### src/hdl/qph_pkg.sv
// Shared constants, codes and types of the quadratic probe hash table.
// No dependencies; imported by qph_mod, qph_probe, the top level and qph_checker.
`timescale 1ns / 1ps

package qph_pkg;

  localparam int SLOTS  = 1024;
  localparam int SLOT_W = $clog2(SLOTS);
  localparam int SIZE_W = SLOT_W + 1;
  localparam int KEY_W  = 31;
  localparam int CNT_W  = $clog2(KEY_W);
  localparam int MODE_W = 2;
  localparam int STAT_W = 3;
  localparam int ENTRY_W = KEY_W + 1;  // used flag on top of the key

  localparam int IN_W  = ((MODE_W + KEY_W + 7) / 8) * 8;
  localparam int OUT_W = ((STAT_W + SLOT_W + 7) / 8) * 8;

  localparam logic [SIZE_W-1:0] SIZE_RESET = SIZE_W'(7);

  // Operation codes
  localparam logic [MODE_W-1:0] MODE_INSERT = 2'd0;
  localparam logic [MODE_W-1:0] MODE_SEARCH = 2'd1;
  localparam logic [MODE_W-1:0] MODE_ERASE  = 2'd2;
  localparam logic [MODE_W-1:0] MODE_NONE   = 2'd3;

  // Result status codes
  localparam logic [STAT_W-1:0] ST_INSERTED  = 3'd0;
  localparam logic [STAT_W-1:0] ST_FOUND     = 3'd1;
  localparam logic [STAT_W-1:0] ST_NOT_FOUND = 3'd2;
  localparam logic [STAT_W-1:0] ST_ERASED    = 3'd3;
  localparam logic [STAT_W-1:0] ST_FULL      = 3'd4;

  // Probe generator status toward the control logic
  typedef struct packed {
    logic [SLOT_W-1:0] slot;   // slot of the current probe
    logic              first;  // home slot
    logic              last;   // probe n-1
    logic              more;   // probes left to issue
  } probe_t;

endpackage

### src/hdl/qph_probe.sv
// Quadratic probe sequence: slot (home + k*k) mod n, stepped by adding 2k+1 mod n.
// Depends on qph_pkg.
`timescale 1ns / 1ps

module qph_probe (
  input  logic                      clk_i,
  input  logic                      rst_ni,
  input  logic                      start_i,
  input  logic [qph_pkg::SLOT_W-1:0] home_i,
  input  logic [qph_pkg::SIZE_W-1:0] n_i,
  input  logic                      step_i,
  output qph_pkg::probe_t            probe_o
);
  import qph_pkg::*;

  logic [SLOT_W-1:0] pos_q, pos_d;
  logic [SLOT_W-1:0] delta_q, delta_d;
  logic [SIZE_W-1:0] k_q, k_d;
  logic [SIZE_W-1:0] pos_sum, delta_sum;
  logic              n_one;

  assign n_one     = (n_i == SIZE_W'(1));
  assign pos_sum   = {1'b0, pos_q} + {1'b0, delta_q};
  assign delta_sum = {1'b0, delta_q} + SIZE_W'(2);

  always_comb begin
    pos_d   = pos_q;
    delta_d = delta_q;
    k_d     = k_q;
    if (start_i) begin
      pos_d   = home_i;
      delta_d = n_one ? '0 : SLOT_W'(1);
      k_d     = '0;
    end else if (step_i) begin
      k_d = k_q + 1'b1;
      if (pos_sum >= n_i) begin
        pos_d = SLOT_W'(pos_sum - n_i);
      end else begin
        pos_d = pos_sum[SLOT_W-1:0];
      end
      if (n_one) begin
        delta_d = '0;
      end else if (delta_sum >= n_i) begin
        delta_d = SLOT_W'(delta_sum - n_i);
      end else begin
        delta_d = delta_sum[SLOT_W-1:0];
      end
    end
  end

  always_ff @(posedge clk_i or negedge rst_ni) begin
    if (!rst_ni) begin
      k_q <= '0;
    end else begin
      k_q <= k_d;
    end
  end

  always_ff @(posedge clk_i) begin
    pos_q   <= pos_d;
    delta_q <= delta_d;
  end

  assign probe_o.slot  = pos_q;
  assign probe_o.first = (k_q == '0);
  assign probe_o.last  = (k_q == SIZE_W'(n_i - 1'b1));
  assign probe_o.more  = (k_q < n_i);

endmodule

### config.mk
export PLATFORM = sky130hd
export DESIGN_NAME = qph_probe
export DESIGN_NICKNAME = d
export VERILOG_FILES = /design/src/hdl/qph_pkg.sv /design/src/hdl/qph_probe.sv
export SDC_FILE = /design/constraint.sdc
export NUM_CORES = 1
export LEC_CHECK = 0
export BUFFER_PORTS_ARGS = -buffer_cell sky130_fd_sc_hd__buf_2
export CAP_MARGIN = 0
export CORE_MARGIN = 10
export CORE_UTILIZATION = 61
export DETAILED_ROUTE_END_ITERATION = 10
export GPL_TIMING_DRIVEN = 0
export PLACE_DENSITY = 0.82
export SLEW_MARGIN = 20
export SYNTH_ARGS = -nofsm -noshare
export SYNTH_HDL_FRONTEND = slang
export SYNTH_SLANG_ARGS = --single-unit
### constraint.sdc
create_clock -name clk_i -period 4.23 [get_ports clk_i]
set_input_delay 0.6345 -clock clk_i [delete_from_list [all_inputs] [get_ports clk_i]]
set_output_delay 0.6345 -clock clk_i [all_outputs]
set_load 0.02 [all_outputs]
==> results <==
- The tree is rooted in a sky130_fd_sc_hd__clkbuf_8.
- The global placement routability congestion is approximately 0.9.
- The share of total power dissipated in combinational logic is 0.720.
- The worst path in the final design needs a cycle of around 4 ns, including I/O delays and setup.
- The total area inside the core boundary comes to ~5900 um2.
- The initial detailed-routing violation count is 259.
- A synthesized cell averages between 8 and 9 um2.
- The via count of the first global-routing pass is around 3400.
- The clock-pin transition on the worst setup and hold timing paths is 0.08 ns.
- The number of antenna violations at the first check in global routing came to 0.
- Data on the critical path arrives at its endpoint at 4.01 ns.
- The vias after detailed routing is 3571.
- The share of the synthesized area in compound gates (AO/OA/AOI/OAI) is 0.215.
- The critical path contains buffers and inverters numbering 3 combined.
- The combinational family with the most area after synthesis is compound AO/OA/AOI/OAI gates.
- Of the total synthesized cell area, the portion taken by AND, OR, NAND and NOR gates is 0.209.
- Of the cells placed in the final design, the portion with a size suffix greater than 1 is 0.119.
- The number of pins exceeding their max-slew limit in the final report came to 0.
- The number of failing setup endpoints in the final timing report is 0.
- After synthesis the netlist holds a flip-flop and latch count of 31.
- The share of total power dissipated in sequential elements is 0.191.
- After synthesis, the share of flip-flops with an asynchronous set or reset is 0.355.
- Of the total synthesized cell area, the portion taken by XOR and XNOR cells is 0.104.
- For this run, design rule violations remaining after detail routing come to 0.
- The total negative slack for setup checks is 0 ns.
- The switching component of the power is 0.00123 W.
- The share of cell area taken by muxes after synthesis is 0.00816.
- The biggest fanout along the worst timing path is 10.
- The clock drives 31 sinks.
- The flow ran to the end, and the final reports show no timing, DRC or antenna violations.
- TritonCTS created 5 clock buffers.
- After clock tree synthesis, the flow added hold-fix buffers numbering 0.
- The die covers around 9500 um2.
- The cell class contributing the biggest share of worst-path delay is compound AO/OA/AOI/OAI gates.
- The count of synthesis-stage warnings from yosys is 0.
- The area growth from synthesis to layout is 10.7%.
- From left edge to right edge, the die measures between 90 and 100 um.
- 0 antenna diodes ended up in the layout.
- For this run, global-route usage on met2 was measured as 0.338.
- During placement, the flow inserted port buffers numbering 37.
- The largest single stage delay on the critical path is 0.51 ns.
- The later-pin clock latency in the skew report is roughly 0.29 ns.
- Of the total synthesized cell area, the portion taken by full adders, half adders and majority gates is 0.180.
- The global routing usage on met1 is 0.237.
- Entering global routing, the biggest net connects 21 pins.
- The final core utilization is 0.692.
- Detailed placement finished with a half-perimeter wire length of 7.81 mm.
- Counting every net in the synthesized netlist gives between 500 and 600.
- The switching share of total power is 0.491.
- The post-synthesis instance area is about 3700 um2.
- For this configuration, the core starts out at a cell density of 0.625.
- The share of the yosys chip area belonging to registers is 0.238.
- In this run the tightest slew margin relative to its limit is 0.549.
- The cell count after synthesis came out at 441.
- CTS built an H-tree with a depth of 2.
- The internal portion of total power is approximately 0.0013 W.
- Setup repair after global routing left no endpoint under its margin.
- The first global-routing pass estimated about 16 mm of wire.
- Of the available clock period, the critical path in the final layout requires 0.919.
- STA classifies the critical path startpoint as a flop.
- The global-route layer with the greatest usage is met2.
- The type of the worst min-delay path is in2async.
- The number of core rows is 28.
- The clock group share of total power is 0.089.
- In the global route stage, overall resource usage came out at 0.196.
- Based on the critical path, the design can be clocked at up to 257 MHz.
- The die outline height is just under 100 um.
- For this run, global-route usage on met3 was measured as 0.0349.
- In the routed layout, each cell is associated on average with a via count of ~6.3.
- Across the run, the number of max-cap violations was 0.
- TritonCTS built the clock tree.
- The total global routing overflow is 0.
- The worst ir drop on vdd is roughly 0.44 mV.
- Wires add up to 9.71 mm.
- The post-synthesis cell type count is 63.
- For this design the static power due to leakage is ~1.8 nW.
- The number of detailed-routing iterations run before antenna repair is 5.
- The largest individual stage delay along the critical path comes from the cell sky130_fd_sc_hd__or4b_1.
- The library cell appearing most often on the critical path is sky130_fd_sc_hd__ha_1.
- In this run the count of I/O pins placed on the die edge is 38.
- The average detailed-routed wire length per instance is ~17 um.
- Data on the critical path is required at its endpoint by about 4.4 ns.
- The worst setup path is of the reg2reg kind.
- At the pin with the least slew margin, the transition time is 0.674 ns.
- For the final database, setup skew stands at about 0.012 ns.
- The number of synthesized flops with an enable pin is 20.
- The final net count is between 500 and 600.
- The critical path goes through ha_1, nor2b_1, o2111a_1, nor3_1, xor2_1, buf_4, inv_1, ha_1, a21oi_2, nand2_1, o21ai_1, a31oi_1, clkbuf_2, or4b_1, o211ai_1.
- The power density of the placed cells is 616 nW/um2.
- In this run the remaining antenna-violating nets after routing total 0.
- The hold violation count in the final report is 0.
- In the synthesized netlist the dominant register cell turns out to be sky130_fd_sc_hd__edfxtp_1.
- STA classifies the critical path endpoint as a flop.
- The buffer depth of the longest clock path is 2.
-- cell families after synthesis --
group / count (synthesis)
AND/OR/NAND/NOR: 148
AO/OA/AOI/OAI: 120
adder cells (fa/ha/maj): 51
buffers and inverters: 45
XOR/XNOR: 43
flip-flops: 31
multiplexers: 3
-- path summary, 6_finish.rpt --
check	end	start	cells after the start	slack (ns)
max	pos_q[7]	delta_q[2]	15	0.34
min	k_q[9]	rst_ni	1	0.20
max reg2reg	pos_q[7]	delta_q[2]	15	0.34
min reg2reg	k_q[0]	k_q[0]	2	0.62
max in group asynchronous	k_q[1]	rst_ni	1	3.81
min in group clk_i	k_q[0]	k_q[0]	2	0.62
-- power by group through the flow --
stage	clock network (W)	logic [W]	registers, W
after floorplan	0	0.00127	0.000533
after global placement	0	0.00168	0.000481
after detailed placement	0	0.00172	0.000484
after CTS	0.000228	0.00173	0.000478
after global routing	0.000240	0.00200	0.000486
final	0.000223	0.00181	0.000479
-- placed cells by master (no fill, tap or decap), types with 6 or more instances in the layout --
master	n
sky130_fd_sc_hd__buf_2	39
sky130_fd_sc_hd__o21ai_1	6
sky130_fd_sc_hd__o211ai_1	10
sky130_fd_sc_hd__nor3_1	9
sky130_fd_sc_hd__o21ai_0	17
sky130_fd_sc_hd__a21oi_1	35
sky130_fd_sc_hd__nand2b_1	8
sky130_fd_sc_hd__nand3_1	19
sky130_fd_sc_hd__edfxtp_1	20
sky130_fd_sc_hd__clkbuf_1	7
sky130_fd_sc_hd__xnor2_1	22
sky130_fd_sc_hd__inv_1	31
sky130_fd_sc_hd__xor2_1	20
sky130_fd_sc_hd__and3_1	8
sky130_fd_sc_hd__ha_1	48
sky130_fd_sc_hd__dfrtp_1	11
sky130_fd_sc_hd__or3_1	6
sky130_fd_sc_hd__nor2b_1	6
sky130_fd_sc_hd__nand2_1	27
sky130_fd_sc_hd__a21o_1	8
sky130_fd_sc_hd__nor2_1	34
sky130_fd_sc_hd__nand4_1	9
-- stage by stage --
stage | power (W) | instance area (um2) | instances | hold WS (ns) | setup WS (ns)
after floorplan | 0.00181 | 3680 | 441 | 0.339 | 0.762
after global placement | 0.00216 | 3960 | 553 | 0.516 | 0.240
after detailed placement | 0.00221 | 3960 | 553 | 0.521 | 0.198
after CTS | 0.00244 | 4040 | 560 | 0.204 | 0.156
after global routing | 0.00273 | 4070 | 564 | 0.208 | 0.0819
final | 0.00251 | 4070 | 564 | 0.200 | 0.345
-- registers in the layout (all words and copies together), names as in the netlist --
signal / count
delta_q: 10
pos_q: 10
k_q: 11
-- area by class of cell --
type                            count  area [um2]
Inverter                           33         124
Sequential cell                    31         876
Fill cell                         497        1810
Clock buffer                        5        68.8
Tap cell                           75        93.8
Clock inverter                      2        8.76
Multi-Input combinational cell    365        2640
Buffer                             12        48.8
Timing Repair Buffer               41         215
-- what timing repair did --
item	in CTS	in global routing
endpoints found under the setup margin	0	10
resized for setup	0	4
buffers inserted	0	4
-- cells in the mapped netlist (all sizes together), types with 3 or more instances --
| master | number | area, um2 |
|---|---|---|
| o21a | 5 | 37.5 |
| o21bai | 3 | 22.5 |
| dfrtp | 11 | 275 |
| xnor2 | 23 | 209 |
| inv | 31 | 116 |
| xor2 | 20 | 175 |
| a21oi | 36 | 180 |
| mux2i | 3 | 30.0 |
| nor4 | 4 | 25.0 |
| o21ai | 23 | 115 |
| nor2b | 6 | 37.5 |
| or4 | 3 | 22.5 |
| o311ai | 3 | 26.3 |
| nand4 | 9 | 56.3 |
| a31o | 3 | 26.3 |
| a21o | 8 | 60.1 |
| nand2 | 27 | 101 |
| edfxtp | 20 | 601 |
| nor2 | 35 | 134 |
| buf | 4 | 17.5 |
| and3 | 9 | 57.6 |
| a2111oi | 3 | 32.5 |
| or4b | 4 | 40.0 |
| nand3 | 19 | 95.1 |
| o211ai | 10 | 75.1 |
| nand2b | 8 | 50.1 |
| a211oi | 4 | 30.0 |
| or2 | 4 | 25.0 |
| or3 | 6 | 37.5 |
| a31oi | 5 | 31.3 |
| clkbuf | 8 | 30.0 |
| ha | 48 | 601 |
| nor3 | 9 | 45.0 |
| fa | 3 | 60.1 |
-- metal layers --
metal | share of wire | wire length [um] | vias up
li1 | - | - | 1736
met1 | 0.43 | 4210 | 1669
met2 | 0.48 | 4660 | 144
met3 | 0.062 | 605 | 22
met4 | 0.024 | 234 | 0
met5 | 0 | 0 | -
Power figures use the tool's default switching activity.
