<file path="src/hdl/qph_pkg.sv">
// Shared constants, codes and types of the quadratic probe hash table.
// No dependencies; imported by qph_mod, qph_probe, the top level and qph_checker.
`timescale 1ns / 1ps

package qph_pkg;

  localparam int SLOTS  = 1024;
  localparam int SLOT_W = $clog2(SLOTS);
  localparam int SIZE_W = SLOT_W + 1;
  localparam int KEY_W  = 31;
  localparam int CNT_W  = $clog2(KEY_W);
  localparam int MODE_W = 2;
  localparam int STAT_W = 3;
  localparam int ENTRY_W = KEY_W + 1;  // used flag on top of the key

  localparam int IN_W  = ((MODE_W + KEY_W + 7) / 8) * 8;
  localparam int OUT_W = ((STAT_W + SLOT_W + 7) / 8) * 8;

  localparam logic [SIZE_W-1:0] SIZE_RESET = SIZE_W'(7);

  // Operation codes
  localparam logic [MODE_W-1:0] MODE_INSERT = 2'd0;
  localparam logic [MODE_W-1:0] MODE_SEARCH = 2'd1;
  localparam logic [MODE_W-1:0] MODE_ERASE  = 2'd2;
  localparam logic [MODE_W-1:0] MODE_NONE   = 2'd3;

  // Result status codes
  localparam logic [STAT_W-1:0] ST_INSERTED  = 3'd0;
  localparam logic [STAT_W-1:0] ST_FOUND     = 3'd1;
  localparam logic [STAT_W-1:0] ST_NOT_FOUND = 3'd2;
  localparam logic [STAT_W-1:0] ST_ERASED    = 3'd3;
  localparam logic [STAT_W-1:0] ST_FULL      = 3'd4;

  // Probe generator status toward the control logic
  typedef struct packed {
    logic [SLOT_W-1:0] slot;   // slot of the current probe
    logic              first;  // home slot
    logic              last;   // probe n-1
    logic              more;   // probes left to issue
  } probe_t;

endpackage

</file>
<file path="src/hdl/qph_mod.sv">
// Restoring remainder unit: key mod table size, one key bit per cycle.
// Depends on qph_pkg.
`timescale 1ns / 1ps

module qph_mod (
  input  logic                      clk_i,
  input  logic                      rst_ni,
  input  logic                      start_i,
  input  logic [qph_pkg::KEY_W-1:0]  dividend_i,
  input  logic [qph_pkg::SIZE_W-1:0] divisor_i,
  output logic                      done_o,
  output logic [qph_pkg::SLOT_W-1:0] rem_o
);
  import qph_pkg::*;

  logic              busy_q, busy_d;
  logic              done_q, done_d;
  logic [CNT_W-1:0]  cnt_q, cnt_d;
  logic [KEY_W-1:0]  dvd_q, dvd_d;
  logic [SIZE_W-1:0] rem_q, rem_d;
  logic [SIZE_W:0]   trial;

  assign trial = {rem_q, dvd_q[KEY_W-1]};

  always_comb begin
    busy_d = busy_q;
    done_d = 1'b0;
    cnt_d  = cnt_q;
    dvd_d  = dvd_q;
    rem_d  = rem_q;
    if (start_i) begin
      busy_d = 1'b1;
      cnt_d  = '0;
      dvd_d  = dividend_i;
      rem_d  = '0;
    end else if (busy_q) begin
      // remainder stays below the divisor, so one subtract per bit
      if (trial >= {1'b0, divisor_i}) begin
        rem_d = SIZE_W'(trial - {1'b0, divisor_i});
      end else begin
        rem_d = trial[SIZE_W-1:0];
      end
      dvd_d = {dvd_q[KEY_W-2:0], 1'b0};
      cnt_d = cnt_q + 1'b1;
      if (cnt_q == CNT_W'(KEY_W - 1)) begin
        busy_d = 1'b0;
        done_d = 1'b1;
      end
    end
  end

  always_ff @(posedge clk_i or negedge rst_ni) begin
    if (!rst_ni) begin
      busy_q <= 1'b0;
      done_q <= 1'b0;
      cnt_q  <= '0;
    end else begin
      busy_q <= busy_d;
      done_q <= done_d;
      cnt_q  <= cnt_d;
    end
  end

  always_ff @(posedge clk_i) begin
    dvd_q <= dvd_d;
    rem_q <= rem_d;
  end

  assign done_o = done_q;
  assign rem_o  = rem_q[SLOT_W-1:0];

endmodule

</file>
<file path="config.mk">
export PLATFORM = sky130hd
export DESIGN_NAME = qph_mod
export DESIGN_NICKNAME = d
export VERILOG_FILES = /design/src/hdl/qph_pkg.sv /design/src/hdl/qph_mod.sv
export SDC_FILE = /design/constraint.sdc
export NUM_CORES = 1
export LEC_CHECK = 0
export BUFFER_PORTS_ARGS = -buffer_cell sky130_fd_sc_hd__buf_2
export CORE_ASPECT_RATIO = 1.75
export CORE_UTILIZATION = 40
export CTS_CLUSTER_DIAMETER = 150
export DETAILED_ROUTE_END_ITERATION = 8
export PLACE_DENSITY = 0.6
export SLEW_MARGIN = 25
export SYNTH_ARGS = -nofsm -noshare
export SYNTH_HDL_FRONTEND = slang
export SYNTH_SLANG_ARGS = --single-unit
</file>
<file path="constraint.sdc">
create_clock -name clk_i -period 5.19 [get_ports clk_i]
set_clock_uncertainty 0.15 [all_clocks]
set_input_delay 1.038 -clock clk_i [delete_from_list [all_inputs] [get_ports clk_i]]
set_output_delay 1.038 -clock clk_i [all_outputs]
set_load 0.005 [all_outputs]
</file>
==> results of run 1 <==
-- cell families after synthesis --
kind of cell    after synthesis
xor+xnor                     10
flops                        49
simple gates                 67
compound gates               35
buf+inv                      37
fa+ha+maj                    14
mux                          36
-- cell type report --
cell class	instances	share of cell area, %
Inverter	16	1.90
Sequential cell	49	41.9
Clock inverter	3	0.553
Tap cell	82	3.24
Clock buffer	5	3.95
Timing Repair Buffer	57	9.16
Multi-Input combinational cell	162	39.3
-- per-layer routing --
metal	share of wire, %	vias up
li1	-	976
met3	3.6	15
met1	40	925
met5	0	-
met4	3.2	0
met2	53	50
-- metrics by stage --
| stage | total power [mW] | instances | utilization, % | worst slack [ps] | area [um^2] |
|---|---|---|---|---|---|
| 6_report | 1.36 | 374 | 47.7 | 1990 | 3170 |
| 5_1_grt | 1.45 | 374 | 47.7 | 1710 | 3170 |
| 4_1_cts | 1.38 | 374 | 47.7 | 2000 | 3170 |
| 3_5_place_dp | 1.06 | 366 | 45.6 | 1700 | 3030 |
| 3_3_place_gp | 1.06 | 366 | 45.6 | 1760 | 3030 |
| 2_1_floorplan | 0.958 | 248 | - | 2170 | 2780 |
-- cell usage in the layout (no fill, tap or decap), types with 3 or more instances in the layout --
cell type	instances
inv_1	15
a21oi_1	8
and3_1	4
buf_2	55
mux2_2	30
a211oi_1	6
mux2i_1	5
dfxtp_1	11
edfxtp_1	31
nand3_1	5
nor2_1	24
xor2_1	5
o21ai_0	3
nand4_1	6
dfrtp_1	7
ha_1	13
nor3_1	4
xnor2_1	5
clkbuf_16	5
nand2_1	14
-- state kept, by name, summed over array words and instances, names as in the netlist --
name and count:
rem_q 11, busy_q 1, dvd_q 31, done_o 1, cnt_q 5
-- path summary, 6_finish.rpt --
check | end | slack (ps) | cells after the start
setup / recovery | rem_q[7] | 1990 | 9
hold / removal | rem_q[10] | 340 | 2
setup reg to reg | rem_q[7] | 2470 | 6
hold reg to reg | rem_q[10] | 340 | 2
max in group asynchronous | cnt_q[1] | 4300 | 1
min in group asynchronous | done_o | 430 | 1
-- power by group --
group / switching (mW) / total [mW] / internal, mW
Clock: 0.135 / 0.312 / 0.177
Combinational: 0.276 / 0.518 / 0.243
Sequential: 0.0495 / 0.531 / 0.482
-- worst min-delay path, delay by kind of cell, from the launching register on --
kind	cells	cell delay [ps]
and+or+nand+nor	1	80
DFF	1	310
AOI/OAI and AO/OA	1	50
==> summary.txt, run 1 <==
Status
  • Status: finished clean

Timing
  • Final setup fails: 0
  • Crit path time final: 3200 ps
  • Fmax: 312 MHz
  • Final hold slack: 343 ps
  • Slew @ Worst Pin: 804 ps
  • Rel. slew slack: 46.4%
  • Final hold vios: 0
  • Fin Setup TNS: 0 ps
  • Final period util: 61.7%
  • Slew Limit Fails: 0
  • Unrepaired setup endpoints after global routing: false

Logic synthesis
  • Post-synthesis area per instance: 11.2 um^2
  • XOR/XNOR share of the synthesized area: 3.15%
  • Syn Nets: 307
  • Synth top area share: 33.5%
  • Dominant cell by count in the synthesized netlist: edfxtp_1
  • Synth Area in Compound Gates: 9.00%
  • Netlist cell types: 50
  • Synth Area in Adders: 6.57%
  • Mapped Cells: 248
  • Cell area after synthesis: 0.00278 mm^2
  • Post-synth ARST share: 14.3%
  • List of most frequent post-synthesis cells: 31 x edfxtp_1, 30 x mux2_2, 24 x nor2_1, 15 x inv_1, 14 x nand2_1
  • Main flop type after synthesis: edfxtp_1
  • Largest family of logic cells by synthesized area: multiplexers
  • Register bit count reported by yosys: 49
  • Simple-gate portion of the synthesized area: 11.6%
  • Mux cell area share after synthesis: 14.5%
  • EDFF count, synth: 31
  • Synth area leaders: edfxtp_1 33%, mux2_2 12%, dfxtp_1 7.9%, dfrtp_1 6.3%, ha_1 5.9%
  • Yosys top cell by area: edfxtp_1
  • Synth warn: 0
  • Sequential share of the synthesized area: 47.7%

Worst setup path
  • Critical Path RT: 5210 ps
  • CP arrival: 3230 ps
  • Crit Path Max Fanout: 12
  • Worst path slowest cell: nand3_1
  • Critical path class: in2reg
  • Crit path cell chain: buf_2, inv_1, ha_1, a21oi_1, o21ai_0, nand2_1, nand3_1, and3_1, a311o_1
  • Largest stage delay on the critical path: 420 ps
  • CP startpoint: divisor_i[7]
  • Buf+Inv Stages, Crit Path: 2
  • Top Family by Delay on Critical Path: simple AND/OR/NAND/NOR gates
  • Worst setup SP type: input pin
  • Critical path capture point type: register
  • Worst r2r src: rem_q[8]

Clocking
  • Clk_lat worst skew: 280 ps
  • Max clock buf depth: 2
  • Count of clock tree sinks: 49
  • Root Driver: clkbuf_16
  • CTS tree: yes
  • CTS clock-pin slew for the worst setup and hold paths: 70 ps
  • CTS HTree Levels: 2
  • # resized after CTS: 0
  • Post-CTS setup buffer count: 0
  • Post-CTS Hold Buffers: 0
  • Cts bufs inserted: 5

Place
  • Port Buf Inserts: 55
  • GPL Wtd Cong: 0.924
  • Final HPWL DP: 4240 um

Final layout
  • Multi-input logic area: 0.00125 mm^2
  • N_diodes: 0
  • Reg area: 0.00133 mm^2
  • Area growth, synth to finish: 14.0%
  • Layout cells sized above 1: 34.2%
  • Fillers: 680
  • Nets@finish: 350

GRT
  • Pin count of the biggest net entering global routing: 32
  • Total grt overflow: 0
  • Antenna violations before repair: 0
  • Met1 track demand over resource: 18.1%
  • Global-route wire length before repair: 9280 um
  • Met3 usage: 2.64%
  • GR Util All Layers: 16.3%
  • Most Crowded Layer GR: met2
  • Met2 Use GR: 29.4%
  • Via count of the first global-routing pass: 2073

Min path
  • Hold Startpoint: rem_q[10]
  • Hold Path Class: reg2reg

Pwr
  • Maximum vdd ir drop: 0.267 mV
  • Leakage: 1.41 nW
  • P per Cell Area: 430 mW/mm^2

Floorplan
  • Die height: 112 um
  • CORE AREA: 0.00664 mm^2
  • Io pins: 56
  • Die area: 0.00730 mm^2
  • Initial Utilization: 41.9%
  • Rows: 39
  • Die W: 65.0 um

Route
  • Post-route ant nets: 0
  • Vias post-DR: 1966
  • DRC viols: 0
  • WL final: 5660 um
  • DRT Pass-1 Iters: 4
  • Wire per inst: 15.1 um
  • Starting DRT DRC Count: 91
  • Via density: 5.26

Run
  • Max-capacitance violation count: 0
Power figures use the tool's default switching activity.
==> run 2: changes to the inputs <==
Settings changed: PLACE_DENSITY 0.6 to 0.63.
Clock period 5.19 ns to 2.8 ns, I/O delays scaled along.
==> summary.txt, run 2 (synthesis results as in run 1) <==
Timing
  • Unrepaired setup endpoints after global routing: false (unchanged)
  • Final hold slack: 354 ps (was 343 ps)
  • Fmax: 409 MHz
  • Slew Limit Fails: 0 (unchanged)
  • Slew @ Worst Pin: 437 ps (was 804 ps)
  • Final hold vios: 0 (unchanged)
  • Fin Setup TNS: 0 ps (unchanged)
  • Crit path time final: 2440 ps
  • Final setup fails: 0 (unchanged)
  • Rel. slew slack: 70.5% (was 46.4%)
  • Final period util: 87.3%

GRT
  • Antenna violations before repair: 0 (unchanged)
  • Via count of the first global-routing pass: 2080 (was 2073)
  • Pin count of the biggest net entering global routing: 41 (was 32)
  • Global-route wire length before repair: 9070 um (was 9280 um)
  • GR Util All Layers: 16.1% (was 16.3%)
  • Total grt overflow: 0 (unchanged)

Worst setup path
  • Critical path class: in2reg (unchanged)
  • Crit Path Max Fanout: 3 (was 12)
  • Critical path capture point type: register (unchanged)
  • Worst r2r src: dvd_q[30] (was rem_q[8])
  • Worst setup SP type: input pin (unchanged)
  • Critical R2R Capture: rem_q[0] (was rem_q[7])
  • FF-to-FF setup slack: 370 ps (was 2470 ps)
  • CP arrival: 2510 ps (was 3230 ps)
  • R2R cell count: 9 (was 6)
  • Critical Path RT: 2860 ps (was 5210 ps)

Route
  • Post-route ant nets: 0 (unchanged)
  • WL final: 5400 um (was 5660 um)
  • Via density: 5.15 (was 5.26)
  • Wire per inst: 14.1 um (was 15.1 um)
  • Vias post-DR: 1979 (was 1966)
  • DRC viols: 0 (unchanged)
  • DRT Pass-1 Iters: 3 (was 4)
  • Starting DRT DRC Count: 57 (was 91)

Clocking
  • # resized after CTS: 0 (unchanged)
  • Count of clock tree sinks: 49 (unchanged)
  • Clk_lat worst skew: 290 ps (was 280 ps)
  • CTS HTree Levels: 2 (unchanged)
  • Max clock buf depth: 2 (unchanged)
  • Cts bufs inserted: 5 (unchanged)
  • CTS clock-pin slew for the worst setup and hold paths: 70 ps (about the same)
  • CTS tree: yes (unchanged)
  • Root Driver: clkbuf_16 (unchanged)

Min path
  • Hold Path Sink: rem_q[10] (unchanged)
  • Worst hold path depth: 2 (unchanged)
  • Hold Startpoint: rem_q[10] (unchanged)
  • Hold Path Class: reg2reg (unchanged)

Status
  • Status: finished clean (unchanged)

Floorplan
  • Io pins: 56 (unchanged)
  • Initial Utilization: 41.9% (unchanged)
  • Rows: 39 (unchanged)
  • Die area: 0.00730 mm^2 (unchanged)
  • CORE AREA: 0.00664 mm^2 (unchanged)
  • Die W: 65.0 um (unchanged)
  • Die height: 112 um (unchanged)

Place
  • GPL Wtd Cong: 0.867 (was 0.924)
  • Final HPWL DP: 4080 um (was 4240 um)
  • DP Cell Count: 375 (was 366)
  • Port Buf Inserts: 55 (unchanged)

Final layout
  • Biggest regs: dvd_q: 31 flops, rem_q: 11 flops, cnt_q: 5 flops (unchanged)
  • Area growth, synth to finish: 18.0% (was 14.0%)
  • N_diodes: 0 (unchanged)
  • Multi-input logic area: 0.00125 mm^2 (unchanged)
  • Reg area: 0.00133 mm^2 (unchanged)
  • Most common cell after layout, fill and taps aside: buf_2 (unchanged)
  • Most frequent cells in the layout: 55 x buf_2, 31 x edfxtp_1, 30 x mux2_2 (unchanged)
  • Non-filler instance count after layout: 384 (was 374)
  • Nets@finish: 360 (was 350)
  • Top reg by flops: dvd_q (unchanged)
  • Layout cells sized above 1: 36.1% (was 34.2%)
  • Fillers: 634 (was 680)
  • Number of flip-flops in the largest register: 31 (unchanged)

Run
  • Max-capacitance violation count: 0 (unchanged)

Pwr
  • Leakage: 1.48 nW (was 1.41 nW)
  • P per Cell Area: 795 mW/mm^2 (was 430 mW/mm^2)
  • Maximum vdd ir drop: 0.373 mV (was 0.267 mV)
==> run 2: cell types whose count changed in the layout (fill, tap and decap cells not counted), sizes merged <==
cell,previous run,this run
buf,57,66
clkinvlp,1,0
dlygate4sd3,0,1
inv,15,17
clkinv,3,2
==> run 2: worst max path at each step <==
stage            startpoint        to  slack, ps
6_report       divisor_i[0]  rem_q[0]        360
5_1_grt           dvd_q[30]  rem_q[0]        190
4_1_cts        divisor_i[0]  rem_q[0]        350
3_5_place_dp   divisor_i[0]  rem_q[0]         50
3_3_place_gp   divisor_i[0]  rem_q[0]         80
2_1_floorplan  divisor_i[0]  rem_q[0]        260
==> run 2: metrics by stage <==
stage | power [mW] | util, % | worst slack (ps) | instance area (um^2)
floorplan | 1.78 | - | 259 | 2780
global placement | 1.98 | 47.0 | 76.4 | 3120
detailed placement | 2.00 | 47.0 | 46.8 | 3120
CTS | 2.64 | 49.5 | 354 | 3280
global route | 2.79 | 49.5 | 193 | 3280
finish | 2.61 | 49.5 | 356 | 3280
==> run 2: layout make-up <==
class / count / share of cell area [%]
Sequential cell: 49 / 40.4
Multi-Input combinational cell: 162 / 38.0
Timing Repair Buffer: 67 / 12.0
Clock buffer: 5 / 3.81
Tap cell: 82 / 3.13
Inverter: 16 / 1.83
Clock inverter: 3 / 0.877
==> run 2: worst max-delay path: stages <==
cell and delay, ps:
buf_2 100, ha_1 200, fa_1 400, nand2b_1 170, a21oi_1 160, o2111ai_1 190, and3_1 220, mux2_4 310
a211oi_2 190
==> run 2: power breakdown <==
| part | leakage [nW] | internal (mW) | switching, mW |
|---|---|---|---|
| Combinational | 0.893 | 0.506 | 0.498 |
| Clock | 0.0763 | 0.343 | 0.285 |
| Sequential | 0.511 | 0.892 | 0.0839 |
| Total | 1.48 | 1.74 | 0.867 |
==> run 2: layer usage <==
| metal | vias to the layer above | global-route usage, % | wire (um) |
|---|---|---|---|
| li1 | 991 | - | - |
| met4 | 0 | 8.41 | 190 |
| met2 | 51 | 29.2 | 2880 |
| met1 | 924 | 16.8 | 2130 |
| met3 | 13 | 3.46 | 209 |
| met5 | - | 0 | 0 |
==> run 2: timing repair <==
item                      CTS  global route
hold endpoints to repair    7             0
buffers inserted            0             0
hold buffers                1             0
==> run 3: changes to the inputs <==
Settings changed: CELL_PAD_IN_SITES_DETAIL_PLACEMENT set to 1, CELL_PAD_IN_SITES_GLOBAL_PLACEMENT set to 1, CORE_UTILIZATION 40 to 39, PLACE_DENSITY 0.63 to 0.75.
==> summary.txt, run 3 (synthesis results as in run 1) <==
Timing
  • Final hold vios: 0 (unchanged)
  • Fin Setup TNS: 0 ps (unchanged)
  • Slew @ Worst Pin: 406 ps (was 437 ps)
  • Unrepaired setup endpoints after global routing: false (unchanged)
  • Slew Limit Fails: 0 (unchanged)
  • Crit path time final: 2510 ps (was 2440 ps)
  • Fmax: 399 MHz (was 409 MHz)
  • Final period util: 89.5% (was 87.3%)
  • Rel. slew slack: 72.6% (was 70.5%)
  • Final setup fails: 0 (unchanged)
  • Final hold slack: 362 ps (was 354 ps)

Worst setup path
  • Critical R2R Capture: rem_q[0] (unchanged)
  • Worst r2r src: dvd_q[30] (unchanged)
  • Crit Path Max Fanout: 3 (unchanged)
  • CP arrival: 2570 ps (was 2510 ps)
  • FF-to-FF setup slack: 310 ps (was 370 ps)
  • Critical Path RT: 2860 ps (about the same)
  • Crit path cell chain: buf_2, ha_1, fa_1, nand2b_1, a21oi_1, o2111ai_1, and3_1, mux2_4, a211oi_2 (unchanged)
  • Largest stage delay on the critical path: 390 ps (was 400 ps)
  • Worst setup SP type: input pin (unchanged)
  • Critical Path Sink: rem_q[0] (unchanged)
  • Worst path slowest cell: fa_1 (unchanged)
  • CP startpoint: divisor_i[0] (unchanged)
  • Critical path capture point type: register (unchanged)
  • Critical path class: in2reg (unchanged)
  • Buf+Inv Stages, Crit Path: 1 (unchanged)
  • Top Family by Delay on Critical Path: adder cells (unchanged)
  • R2R cell count: 9 (unchanged)
  • Critical Path Stages: 9 (unchanged)

Final layout
  • Most frequent cells in the layout: 55 x buf_2, 31 x edfxtp_1, 30 x mux2_2 (unchanged)
  • Top reg by flops: dvd_q (unchanged)
  • Area growth, synth to finish: 19.4% (was 18.0%)
  • Number of flip-flops in the largest register: 31 (unchanged)
  • Most common cell after layout, fill and taps aside: buf_2 (unchanged)
  • Non-filler instance count after layout: 389 (was 384)
  • Biggest regs: dvd_q: 31 flops, rem_q: 11 flops, cnt_q: 5 flops (unchanged)
  • Nets@finish: 363 (was 360)
  • Layout cells sized above 1: 36.4% (was 36.1%)
  • Post-layout utilization of the core: 48.4% (was 49.5%)
  • N_diodes: 0 (unchanged)

GRT
  • Antenna violations before repair: 0 (unchanged)
  • GR Util All Layers: 17.8% (was 16.1%)
  • Total grt overflow: 0 (unchanged)
  • Via count of the first global-routing pass: 2186 (was 2080)
  • Global-route wire length before repair: 10200 um (was 9070 um)
  • Pin count of the biggest net entering global routing: 42 (was 41)

Clocking
  • Cts bufs inserted: 5 (unchanged)
  • Max clock buf depth: 2 (unchanged)
  • CTS clock-pin slew for the worst setup and hold paths: 70 ps (about the same)
  • Root Driver: clkbuf_16 (unchanged)
  • CTS tree: yes (unchanged)
  • Post-CTS setup buffer count: 0 (unchanged)
  • Count of clock tree sinks: 49 (unchanged)
  • CTS HTree Levels: 2 (unchanged)
  • Clk_lat worst skew: 290 ps (about the same)

Route
  • Vias post-DR: 2038 (was 1979)
  • Wire per inst: 15.7 um (was 14.1 um)
  • Post-route ant nets: 0 (unchanged)
  • Via density: 5.24 (was 5.15)
  • DRC viols: 0 (unchanged)
  • Starting DRT DRC Count: 76 (was 57)
  • DRT Pass-1 Iters: 4 (was 3)
  • WL final: 6110 um (was 5400 um)

Place
  • Port Buf Inserts: 55 (unchanged)
  • DP Cell Count: 380 (was 375)
  • GPL Wtd Cong: 0.828 (was 0.867)
  • Final HPWL DP: 4660 um (was 4080 um)

Floorplan
  • Initial Utilization: 40.5% (was 41.9%)
  • Die area: 0.00748 mm^2 (was 0.00730 mm^2)
  • CORE AREA: 0.00686 mm^2 (was 0.00664 mm^2)
  • Io pins: 56 (unchanged)
  • Rows: 40 (was 39)
  • Die W: 65.8 um (was 65.0 um)
  • Die height: 114 um (was 112 um)

Pwr
  • Leakage: 1.50 nW (was 1.48 nW)
  • Maximum vdd ir drop: 0.448 mV (was 0.373 mV)
  • P per Cell Area: 825 mW/mm^2 (was 795 mW/mm^2)

Min path
  • Hold Path Class: reg2reg (unchanged)

Status
  • Status: finished clean (unchanged)

Run
  • Max-capacitance violation count: 0 (unchanged)
[run 3: area by class of cell]
class	instances	area, um^2
sequential	49	1330
clock buffer	5	125
inverter	16	60.1
timing repair buffer	70	415
tap	84	105
multi-input combinational	162	1250
clock inverter	3	41.3
fill	766	3540
[run 3: worst min path at each step]
stage / start / to / slack, ps / depth (start not counted)
6_report: rem_q[10] / rem_q[10] / 360 / 2
5_1_grt: rem_q[1] / rem_q[1] / 390 / 2
4_1_cts: rem_q[10] / rem_q[10] / 350 / 2
3_5_place_dp: rst_ni / done_o / 250 / 1
3_3_place_gp: rst_ni / done_o / 250 / 1
2_1_floorplan: rst_ni / busy_q / 110 / 0
[run 3: through the flow]
stage	total power [mW]	instance area, um^2	setup WS, ps
6_report	2.74	3320	294
5_1_grt	2.91	3320	163
4_1_cts	2.78	3320	297
3_5_place_dp	2.07	3140	-0.129
3_3_place_gp	2.03	3140	54.2
2_1_floorplan	1.78	2780	259
[run 3: routing by layer]
metal	vias up	wire length, um	global-route usage, %
met3	12	199	3.30
met1	977	2360	19.2
met2	49	3400	33.1
met4	0	144	6.81
met5	-	0	0
li1	1000	-	-
[run 3: power by group]
part | switching, mW | leakage (nW) | internal [mW]
logic | 0.543 | 0.908 | 0.531
registers | 0.0864 | 0.511 | 0.893
clock network | 0.267 | 0.0775 | 0.418
[run 3: what timing repair did]
item                                    4_1_cts  5_1_grt
hold endpoints to repair                      7        0
hold buffers                                  1        0
gates resized for setup                       0        0
endpoints found under the setup margin        0        0
[run 3: worst register-to-register path, cell delays in order (launching register included)]
cell and delay [ps]:
edfxtp_1 320, inv_1 50, ha_1 200, fa_1 390, nand2b_1 170, a21oi_1 180
o2111ai_1 200, and3_1 240, mux2_4 310, a211oi_2 200
